<file path="config.mk">
export PLATFORM = sky130hd
export DESIGN_NAME = geohash_cell_unit_top_flat
export DESIGN_NICKNAME = d
export VERILOG_FILES = /design/src/hdl/ghc_pkg.sv /design/src/hdl/ghc_req_if.sv /design/src/hdl/ghc_rsp_if.sv /design/src/hdl/ghc_core.sv /design/src/hdl/geohash_cell_unit_top.sv /design/src/flat_wrapper.sv
export VERILOG_INCLUDE_DIRS = /design/src /design/src/hdl
export SDC_FILE = /design/constraint.sdc
export NUM_CORES = 1
export LEC_CHECK = 0
export BUFFER_PORTS_ARGS = -buffer_cell sky130_fd_sc_hd__buf_2
export CELL_PAD_IN_SITES_DETAIL_PLACEMENT = 2
export CELL_PAD_IN_SITES_GLOBAL_PLACEMENT = 2
export CORE_MARGIN = 2
export CORE_UTILIZATION = 33
export CTS_BUF_LIST = sky130_fd_sc_hd__clkbuf_8 sky130_fd_sc_hd__clkbuf_16
export CTS_CLUSTER_SIZE = 25
export DETAILED_ROUTE_END_ITERATION = 8
export HOLD_SLACK_MARGIN = 0.15
export PLACE_DENSITY_LB_ADDON = 0.1
export SLEW_MARGIN = 15
export SYNTH_ARGS = -nofsm -noshare
export SYNTH_HDL_FRONTEND = slang
export SYNTH_SLANG_ARGS = --single-unit
</file>
<file path="constraint.sdc">
create_clock -name clk -period 9.2 [get_ports clk]
set_clock_uncertainty 0.15 [all_clocks]
set_input_delay 1.84 -clock clk [delete_from_list [all_inputs] [get_ports clk]]
set_output_delay 1.84 -clock clk [all_outputs]
set_load 0.05 [all_outputs]
</file>
<file path="src/hdl/geohash_cell_unit_top_defines.svh">
// Assertion macros shared by the geohash cell unit RTL.
`ifndef GEOHASH_CELL_UNIT_TOP_DEFINES_SVH
`define GEOHASH_CELL_UNIT_TOP_DEFINES_SVH

// Same-cycle implication, checked outside reset.
`define GHC_ASSERT_SAME(label, clk, rst_n, ante, cons, msg) \
  label: assert property (@(posedge clk) disable iff (!(rst_n)) (ante) |-> (cons)) \
    else $error(msg);

// Next-cycle implication, checked outside reset.
`define GHC_ASSERT_NEXT(label, clk, rst_n, ante, cons, msg) \
  label: assert property (@(posedge clk) disable iff (!(rst_n)) (ante) |=> (cons)) \
    else $error(msg);

`endif

</file>
<file path="src/hdl/ghc_pkg.sv">
// Package with the request and result types, opcodes and bit-routing helpers.
`default_nettype none
package ghc_pkg;

  localparam logic [5:0] AXIS_BITS = 6'd32;

  typedef enum logic [2:0] {
    OP_ENCODE = 3'd0,
    OP_DECODE = 3'd1,
    OP_STEP_X = 3'd2,
    OP_STEP_Y = 3'd3,
    OP_PREFIX = 3'd4,
    OP_PARENT = 3'd5
  } ghc_op_t;

  typedef struct packed {
    logic [2:0]        opcode;
    logic [31:0]       x_coord;
    logic [31:0]       y_coord;
    logic [63:0]       hash_in;
    logic [5:0]        precision;
    logic signed [1:0] step_dir;
    logic [63:0]       other_hash;
  } ghc_req_t;

  typedef struct packed {
    logic [63:0] hash_out;
    logic [5:0]  precision_out;
    logic [31:0] x_out;
    logic [31:0] y_out;
    logic        prefix_match;
    logic        wrapped;
    logic        invalid;
  } ghc_rsp_t;

  // Mask of the top 2*p hash bits; p is at most 32.
  function automatic logic [63:0] top_mask(input logic [5:0] p);
    logic [6:0] sh;
    sh = 7'd64 - {p, 1'b0};
    if (p == 6'd0) begin
      return 64'd0;
    end
    return ~64'd0 << sh;
  endfunction

  // x bits land on odd hash positions, y bits on even ones.
  function automatic logic [63:0] interleave(input logic [31:0] x, input logic [31:0] y);
    logic [63:0] h;
    for (int k = 0; k < 32; k++) begin
      h[2*k+1] = x[k];
      h[2*k]   = y[k];
    end
    return h;
  endfunction

  function automatic logic [31:0] gather(input logic [63:0] h, input logic lane_y);
    logic [31:0] c;
    for (int k = 0; k < 32; k++) begin
      c[k] = lane_y ? h[2*k] : h[2*k+1];
    end
    return c;
  endfunction

endpackage
`default_nettype wire

</file>
<file path="src/hdl/ghc_req_if.sv">
// Request channel interface of the geohash cell unit.
`default_nettype none
interface ghc_req_if;
  logic              valid;
  logic              ready;
  logic [2:0]        opcode;
  logic [31:0]       x_coord;
  logic [31:0]       y_coord;
  logic [63:0]       hash_in;
  logic [5:0]        precision;
  logic signed [1:0] step_dir;
  logic [63:0]       other_hash;

  modport source (output valid, opcode, x_coord, y_coord, hash_in, precision, step_dir,
                  other_hash, input ready);
  modport sink (input valid, opcode, x_coord, y_coord, hash_in, precision, step_dir,
                other_hash, output ready);
endinterface
`default_nettype wire

</file>
<file path="src/hdl/ghc_rsp_if.sv">
// Result channel interface of the geohash cell unit.
`default_nettype none
interface ghc_rsp_if;
  logic        valid;
  logic        ready;
  logic [63:0] hash_out;
  logic [5:0]  precision_out;
  logic [31:0] x_out;
  logic [31:0] y_out;
  logic        prefix_match;
  logic        wrapped;
  logic        invalid;

  modport source (output valid, hash_out, precision_out, x_out, y_out, prefix_match,
                  wrapped, invalid, input ready);
  modport sink (input valid, hash_out, precision_out, x_out, y_out, prefix_match,
                wrapped, invalid, output ready);
endinterface
`default_nettype wire

</file>
<file path="src/hdl/ghc_core.sv">
// Combinational datapath: encode, decode, step, prefix test and parent.
`default_nettype none
module ghc_core (
  input  ghc_pkg::ghc_req_t req,
  output ghc_pkg::ghc_rsp_t rsp
);
  import ghc_pkg::*;

  logic [5:0]  p;
  logic [63:0] mask;
  logic [63:0] hm;
  logic [31:0] xs;
  logic [31:0] ys;
  logic        lane_y;
  logic [31:0] c;
  logic [31:0] inc;
  logic [5:0]  inc_sh;
  logic [32:0] sum;
  logic [32:0] diff;
  logic [31:0] nc;
  logic        wrap;
  logic [63:0] step_hash;

  assign p      = (req.precision > AXIS_BITS) ? AXIS_BITS : req.precision;
  assign mask   = top_mask(p);
  assign hm     = req.hash_in & mask;
  assign xs     = gather(hm, 1'b0);
  assign ys     = gather(hm, 1'b1);
  assign lane_y = (req.opcode == OP_STEP_Y);
  assign c      = lane_y ? ys : xs;

  // One unit at the lowest significant bit of the axis; the bits under it are zero.
  assign inc_sh = 6'd32 - p;
  assign inc    = 32'd1 << inc_sh;
  assign sum    = {1'b0, c} + {1'b0, inc};
  assign diff   = {1'b0, c} - {1'b0, inc};

  always_comb begin
    nc   = c;
    wrap = 1'b0;
    if (req.step_dir == 2'sb01) begin
      nc   = sum[31:0];
      wrap = sum[32];
    end else if (req.step_dir[1]) begin
      // Both negative codes step down.
      nc   = diff[31:0];
      wrap = diff[32];
    end
  end

  assign step_hash = (lane_y ? interleave(xs, nc) : interleave(nc, ys)) & mask;

  always_comb begin
    rsp = '0;
    case (req.opcode)
      OP_ENCODE: begin
        rsp.hash_out      = interleave(req.x_coord, req.y_coord) & mask;
        rsp.precision_out = p;
      end
      OP_DECODE: begin
        rsp.hash_out      = hm;
        rsp.precision_out = p;
        rsp.x_out         = xs;
        rsp.y_out         = ys;
      end
      OP_STEP_X, OP_STEP_Y: begin
        if (p == 6'd0) begin
          rsp.invalid = 1'b1;
        end else begin
          rsp.hash_out      = step_hash;
          rsp.precision_out = p;
          rsp.wrapped       = wrap;
        end
      end
      OP_PREFIX: begin
        rsp.prefix_match  = (((req.hash_in ^ req.other_hash) & mask) == 64'd0);
        rsp.precision_out = p;
      end
      OP_PARENT: begin
        if (p == 6'd0) begin
          rsp.invalid = 1'b1;
        end else begin
          rsp.hash_out      = req.hash_in & top_mask(p - 6'd1);
          rsp.precision_out = p - 6'd1;
        end
      end
      default: begin
        rsp = '0;
      end
    endcase
  end
endmodule
`default_nettype wire

</file>
<file path="src/hdl/geohash_cell_unit_top.sv">
// Top level of the geohash cell unit: request register, datapath, result register.
//
//  channel | dir | handshake     | payload
//  in_ch   | in  | valid / ready | opcode, coords, hash, precision, step, other hash
//  out_ch  | out | valid / ready | hash, precision, x, y, match, wrapped, invalid
//
// Each request passes through the request register and then the result register
// before its result is valid. With the result side ready, a new request is
// accepted every cycle. A stalled result holds in its register while the request
// register can still take one more request. Reset clears both stage valid flags;
// there is no clearing pass.
`default_nettype none
module geohash_cell_unit_top (
  input  wire        clk,
  input  wire        rst_n,
  ghc_req_if.sink    in_ch,
  ghc_rsp_if.source  out_ch
);
  import ghc_pkg::*;
  `include "geohash_cell_unit_top_defines.svh"

  logic     s1_v_r;
  logic     s1_v_nxt;
  ghc_req_t s1_req_r;
  ghc_req_t in_req;
  logic     out_v_r;
  logic     out_v_nxt;
  ghc_rsp_t out_rsp_r;
  ghc_rsp_t core_rsp;
  logic     s2_take;
  logic     in_take;

  assign in_req.opcode     = in_ch.opcode;
  assign in_req.x_coord    = in_ch.x_coord;
  assign in_req.y_coord    = in_ch.y_coord;
  assign in_req.hash_in    = in_ch.hash_in;
  assign in_req.precision  = in_ch.precision;
  assign in_req.step_dir   = in_ch.step_dir;
  assign in_req.other_hash = in_ch.other_hash;

  // The result register frees up when empty or when its request leaves.
  assign s2_take     = !out_v_r || out_ch.ready;
  assign in_ch.ready = !s1_v_r || s2_take;
  assign in_take     = in_ch.valid && in_ch.ready;

  always_comb begin
    s1_v_nxt  = in_take ? 1'b1 : (s2_take ? 1'b0 : s1_v_r);
    out_v_nxt = s2_take ? s1_v_r : out_v_r;
  end

  ghc_core u_core (
    .req (s1_req_r),
    .rsp (core_rsp)
  );

  always_ff @(posedge clk) begin
    if (!rst_n) begin
      s1_v_r  <= 1'b0;
      out_v_r <= 1'b0;
    end else begin
      s1_v_r  <= s1_v_nxt;
      out_v_r <= out_v_nxt;
    end
  end

  always_ff @(posedge clk) begin
    if (in_take) begin
      s1_req_r <= in_req;
    end
    if (s2_take && s1_v_r) begin
      out_rsp_r <= core_rsp;
    end
  end

  assign out_ch.valid         = out_v_r;
  assign out_ch.hash_out      = out_rsp_r.hash_out;
  assign out_ch.precision_out = out_rsp_r.precision_out;
  assign out_ch.x_out         = out_rsp_r.x_out;
  assign out_ch.y_out         = out_rsp_r.y_out;
  assign out_ch.prefix_match  = out_rsp_r.prefix_match;
  assign out_ch.wrapped       = out_rsp_r.wrapped;
  assign out_ch.invalid       = out_rsp_r.invalid;

  `GHC_ASSERT_NEXT(a_accept_fills, clk, rst_n, in_take, s1_v_r, "accepted request lost")
  `GHC_ASSERT_SAME(a_invalid_zero, clk, rst_n, out_v_r && out_rsp_r.invalid, out_rsp_r.hash_out == 64'd0 && out_rsp_r.precision_out == 6'd0, "invalid result carries data")
  `GHC_ASSERT_SAME(a_wrap_valid, clk, rst_n, out_v_r && out_rsp_r.wrapped, !out_rsp_r.invalid && out_rsp_r.precision_out != 6'd0, "wrap without a step")
  `GHC_ASSERT_SAME(a_low_masked, clk, rst_n, out_v_r, (out_rsp_r.hash_out & ~top_mask(out_rsp_r.precision_out)) == 64'd0, "hash bits below precision set")
endmodule
`default_nettype wire
</file>
<file path="src/flat_wrapper.sv">
// flat-port wrapper written by rule: the top's interface ports become plain ports
module geohash_cell_unit_top_flat import ghc_pkg::*;
  (clk, rst_n, in_ch_valid, in_ch_opcode, in_ch_x_coord, in_ch_y_coord, in_ch_hash_in, in_ch_precision, in_ch_step_dir, in_ch_other_hash, in_ch_ready, out_ch_valid, out_ch_hash_out, out_ch_precision_out, out_ch_x_out, out_ch_y_out, out_ch_prefix_match, out_ch_wrapped, out_ch_invalid, out_ch_ready);
  ghc_req_if in_ch_i ();
  ghc_rsp_if out_ch_i ();
  input  wire clk;
  input  wire rst_n;
  input wire logic [$bits(in_ch_i.valid)-1:0] in_ch_valid;
  input wire logic [$bits(in_ch_i.opcode)-1:0] in_ch_opcode;
  input wire logic [$bits(in_ch_i.x_coord)-1:0] in_ch_x_coord;
  input wire logic [$bits(in_ch_i.y_coord)-1:0] in_ch_y_coord;
  input wire logic [$bits(in_ch_i.hash_in)-1:0] in_ch_hash_in;
  input wire logic [$bits(in_ch_i.precision)-1:0] in_ch_precision;
  input wire logic [$bits(in_ch_i.step_dir)-1:0] in_ch_step_dir;
  input wire logic [$bits(in_ch_i.other_hash)-1:0] in_ch_other_hash;
  output wire logic [$bits(in_ch_i.ready)-1:0] in_ch_ready;
  output wire logic [$bits(out_ch_i.valid)-1:0] out_ch_valid;
  output wire logic [$bits(out_ch_i.hash_out)-1:0] out_ch_hash_out;
  output wire logic [$bits(out_ch_i.precision_out)-1:0] out_ch_precision_out;
  output wire logic [$bits(out_ch_i.x_out)-1:0] out_ch_x_out;
  output wire logic [$bits(out_ch_i.y_out)-1:0] out_ch_y_out;
  output wire logic [$bits(out_ch_i.prefix_match)-1:0] out_ch_prefix_match;
  output wire logic [$bits(out_ch_i.wrapped)-1:0] out_ch_wrapped;
  output wire logic [$bits(out_ch_i.invalid)-1:0] out_ch_invalid;
  input wire logic [$bits(out_ch_i.ready)-1:0] out_ch_ready;
  assign in_ch_i.valid = in_ch_valid;
  assign in_ch_i.opcode = in_ch_opcode;
  assign in_ch_i.x_coord = in_ch_x_coord;
  assign in_ch_i.y_coord = in_ch_y_coord;
  assign in_ch_i.hash_in = in_ch_hash_in;
  assign in_ch_i.precision = in_ch_precision;
  assign in_ch_i.step_dir = in_ch_step_dir;
  assign in_ch_i.other_hash = in_ch_other_hash;
  assign in_ch_ready = in_ch_i.ready;
  assign out_ch_valid = out_ch_i.valid;
  assign out_ch_hash_out = out_ch_i.hash_out;
  assign out_ch_precision_out = out_ch_i.precision_out;
  assign out_ch_x_out = out_ch_i.x_out;
  assign out_ch_y_out = out_ch_i.y_out;
  assign out_ch_prefix_match = out_ch_i.prefix_match;
  assign out_ch_wrapped = out_ch_i.wrapped;
  assign out_ch_invalid = out_ch_i.invalid;
  assign out_ch_i.ready = out_ch_ready;
  geohash_cell_unit_top u_core (.clk(clk), .rst_n(rst_n), .in_ch(in_ch_i), .out_ch(out_ch_i));
endmodule
</file>
==> flow_summary.ini <==
[drt]
drtIter0Drc = 1472
routed-via-count = 18180
via_per_inst = 5.915
routed_wl_mm = 97.58
dr.pass1.iters = 5
post_drt_wl_per_cell_um = 31.75
postRouteAntennaNets = 0
drc = 0

[sta]
min_period_ns = 7.726
fin_tns_setup_ns = 0
max-slew-margin-rel_pct = 20.34
worst_pin_slew_ns = 1.182
hold_violations = 0
timing.fmax_mhz = 129.4
finalCritPeriodShare_pct = 83.98
final_max_slew_viol_count = 0
setup_viol = 0
rsz0062_at_grt = no

[global_route]
grt_pass1_wl_mm = 138.9
grt_max_degree = 140
antenna_found_initial = 4
grt_pass1_vias = 19200
overflow = 0
grt_usage_pct = 30.50

[critical_path]
path_class = reg -> reg
startpoint_type = flop
arrival_ns = 7.91
worstPathRequired_ns = 9.38
path_max_fanout = 15
end_kind = flop
r2r_setup_slack_ns = 1.47

[yosys]
synth_edf_count = 340
syn_avg_cell_area_sq_um = 10.42
syn_nets = 2203
synth_ff_type = edfxtp_1
yosysSeqAreaShare_pct = 51.25
ys_ff_latch = 342
synth_warnings = 0
async_flop_share_pct = 0
syn_area_sq_um = 20000
synth_cell_types = 90
synthCells = 1919

[pwr]
p_int_mw = 3.049
pwr-share-seq_pct = 41.0
peakVddDrop_mv = 0.1336
p_sw_mw = 1.553
pwr-share-clk_pct = 34.8
p_leak_nw = 9.852
combPwrFrac_pct = 24.2
power_density_nw_per_um2 = 191.4
netSwitchingFraction_pct = 33.75

[finish]
syn2layout_area_growth_pct = 20.21
layout-drive-gt1-share_pct = 22.29
nNetsFinal = 2541
stdcell_count = 3073

[die]
fp-row-count = 90
start_util_pct = 33.26
die_h_um = 250.2
die_w_um = 250.2
dieArea_sq_um = 62590
core_area_sq_um = 60130
io_pins = 346

[cts]
insertion_delay_ns = 0.58
postCtsSetupRepairBufs = 0
clock_path_buffers = 3
cts_tree = done
clk_pin_slew_ns = 0.06
hold_buffers = 0
h-tree-depth = 2
cts_sinks = 342
root_buffer = clkbuf_16
post_cts_resize_count = 0
cts_buffers = 41

[placement]
dp_hpwl_mm = 76.26
dp_cells = 2996
gp_congestion = 0.9662
portBuffers = 345

[job]
maxCapViolations = 0

[worst_hold_path]
hold_path.class = reg -> reg

[outcome]
status = finished clean
sequential cells by signal, summed over array words and instances (netlist names):
register                     count
u_core.out_ch.valid              1
u_core.out_ch.wrapped            1
u_core.out_ch.prefix_match       1
u_core.s1_v_r                    1
u_core.s1_req_r                203
u_core.out_ch.hash_out          64
u_core.out_ch.y_out             32
u_core.out_ch.x_out             32
u_core.out_ch.invalid            1
u_core.out_ch.precision_out      6
cell type report:
type                    count  area (sq um)
inverters                  78         292.8
diodes                      3         7.507
multi-input cells        1401          9105
flip-flops and latches    342         10250
clock inverters            32         255.2
repair buffers            393          2100
fillers                  6482         36090
clock buffers              42          1051
well taps                 782         978.4
final timing paths:
path / from / endpoint / cells after the start
setup / recovery: u_core.s1_req_r[71] / u_core.out_ch.hash_out[55] / 20
hold / removal: u_core.s1_v_r / u_core.out_ch.valid / 1
setup reg to reg: u_core.s1_req_r[71] / u_core.out_ch.hash_out[55] / 20
hold reg to reg: u_core.s1_v_r / u_core.out_ch.valid / 1
worst max-delay path, cell delays in order (launching register included):
cell	delay (ns)
edfxtp_1	0.69
inv_1	0.23
nand2_1	0.30
ha_1	0.58
nor4b_1	0.52
a221o_1	0.50
buf_4	0.27
nand2_1	0.11
buf_4	0.25
nor2_1	0.57
nand2_1	0.17
ha_1	0.52
o211ai_1	0.16
a21oi_1	0.31
o2111a_1	0.37
o41ai_4	0.13
o41ai_2	0.68
a21boi_1	0.16
xnor2_1	0.17
a32o_1	0.30
a221o_1	0.34
layer usage:
layer | wire (um) | GRT usage, % | up-vias
met1 | 44590 | 43.54 | 9460
li1 | - | - | 7979
met5 | 11 | 0 | -
met3 | 5422 | 3.689 | 112
met4 | 2028 | 6.741 | 2
met2 | 45520 | 49.63 | 624
through the flow:
step	area [sq um]	setup WS (ns)	power, mW	utilization [%]	hold slack, ns
floorplan	20000	0.4246	2.558	-	0.3268
global placement	22720	1.940	2.995	37.78	0.3503
detailed placement	22720	1.652	3.015	37.78	0.3761
CTS	24030	1.623	4.630	39.95	0.3818
global route	24030	1.015	4.768	39.96	0.4108
finish	24040	1.474	4.602	39.98	0.3780
Yosys cell counts, types with 6 or more instances:
library cell / number / area, sq um
o211ai_1: 17 / 127.6
nand4_1: 18 / 112.6
o311a_1: 6 / 60.06
nor2b_1: 25 / 156.4
o21bai_1: 9 / 67.56
a21oi_1: 124 / 620.6
a221oi_1: 12 / 105.1
edfxtp_1: 340 / 10210
a32oi_1: 29 / 254.0
xnor2_1: 36 / 315.3
or2_2: 10 / 62.56
xor2_1: 51 / 446.7
o21a_1: 10 / 75.07
a22oi_1: 15 / 112.6
nor3_1: 43 / 215.2
a31o_2: 9 / 78.83
mux2i_1: 23 / 230.2
nand3b_1: 7 / 52.55
and2_1: 12 / 75.07
o221ai_1: 13 / 113.9
buf_2: 19 / 95.09
o31ai_1: 21 / 157.7
nand3_1: 48 / 240.2
clkbuf_1: 69 / 259.0
nor4_1: 11 / 68.82
a21o_1: 22 / 165.2
buf_1: 7 / 26.28
nand2_1: 196 / 735.7
or3_1: 11 / 68.82
o21ai_0: 152 / 760.7
a31oi_1: 12 / 75.07
a211oi_1: 17 / 127.6
ha_1: 75 / 938.4
and3_1: 69 / 431.7
a221o_1: 13 / 130.1
inv_1: 77 / 289.0
o22ai_1: 12 / 75.07
o311ai_0: 7 / 61.31
nor2_1: 129 / 484.2
nand2b_1: 30 / 187.7
layout by cell type (no fill, tap or decap), types with 12 or more instances in the layout:
cell type  count
buf_2        345
edfxtp_1     340
nand2_1      195
o21ai_0      151
nor2_1       126
a21oi_1      124
inv_1         82
ha_1          75
and3_1        69
xor2_1        51
nand3_1       48
buf_4         47
clkbuf_16     42
nor3_1        41
xnor2_1       36
nand2b_1      30
a32oi_1       29
nor2b_1       24
mux2i_1       23
a21o_1        22
o31ai_1       21
nand4_1       18
a211oi_1      17
o211ai_1      17
a22oi_1       15
a221o_1       13
o221ai_1      13
a31oi_1       12
o22ai_1       12
power by group through the flow:
stage	logic (mW)	registers, mW	clock network [mW]
CTS	1.10	1.89	1.64
detailed placement	1.10	1.92	0
global route	1.18	1.90	1.69
floorplan	0.532	2.03	0
finish	1.11	1.89	1.60
global placement	1.08	1.92	0
cells by family (layout without fill, tap and decap cells):
| logic type | after synthesis | in the layout | synth area share [%] |
|---|---|---|---|
| and+or+nand+nor | 630 | 630 | 15.35 |
| AOI/OAI and AO/OA | 582 | 582 | 19.93 |
| DFF | 342 | 342 | 51.25 |
| buffers and inverters | 176 | 545 | 3.479 |
| xor gates and xnor gates | 88 | 88 | 3.892 |
| adders and majority gates | 77 | 77 | 4.893 |
| muxes | 24 | 24 | 1.208 |
| other | 0 | 3 | 0 |
No activity file was read; power rests on OpenSTA's default activity.
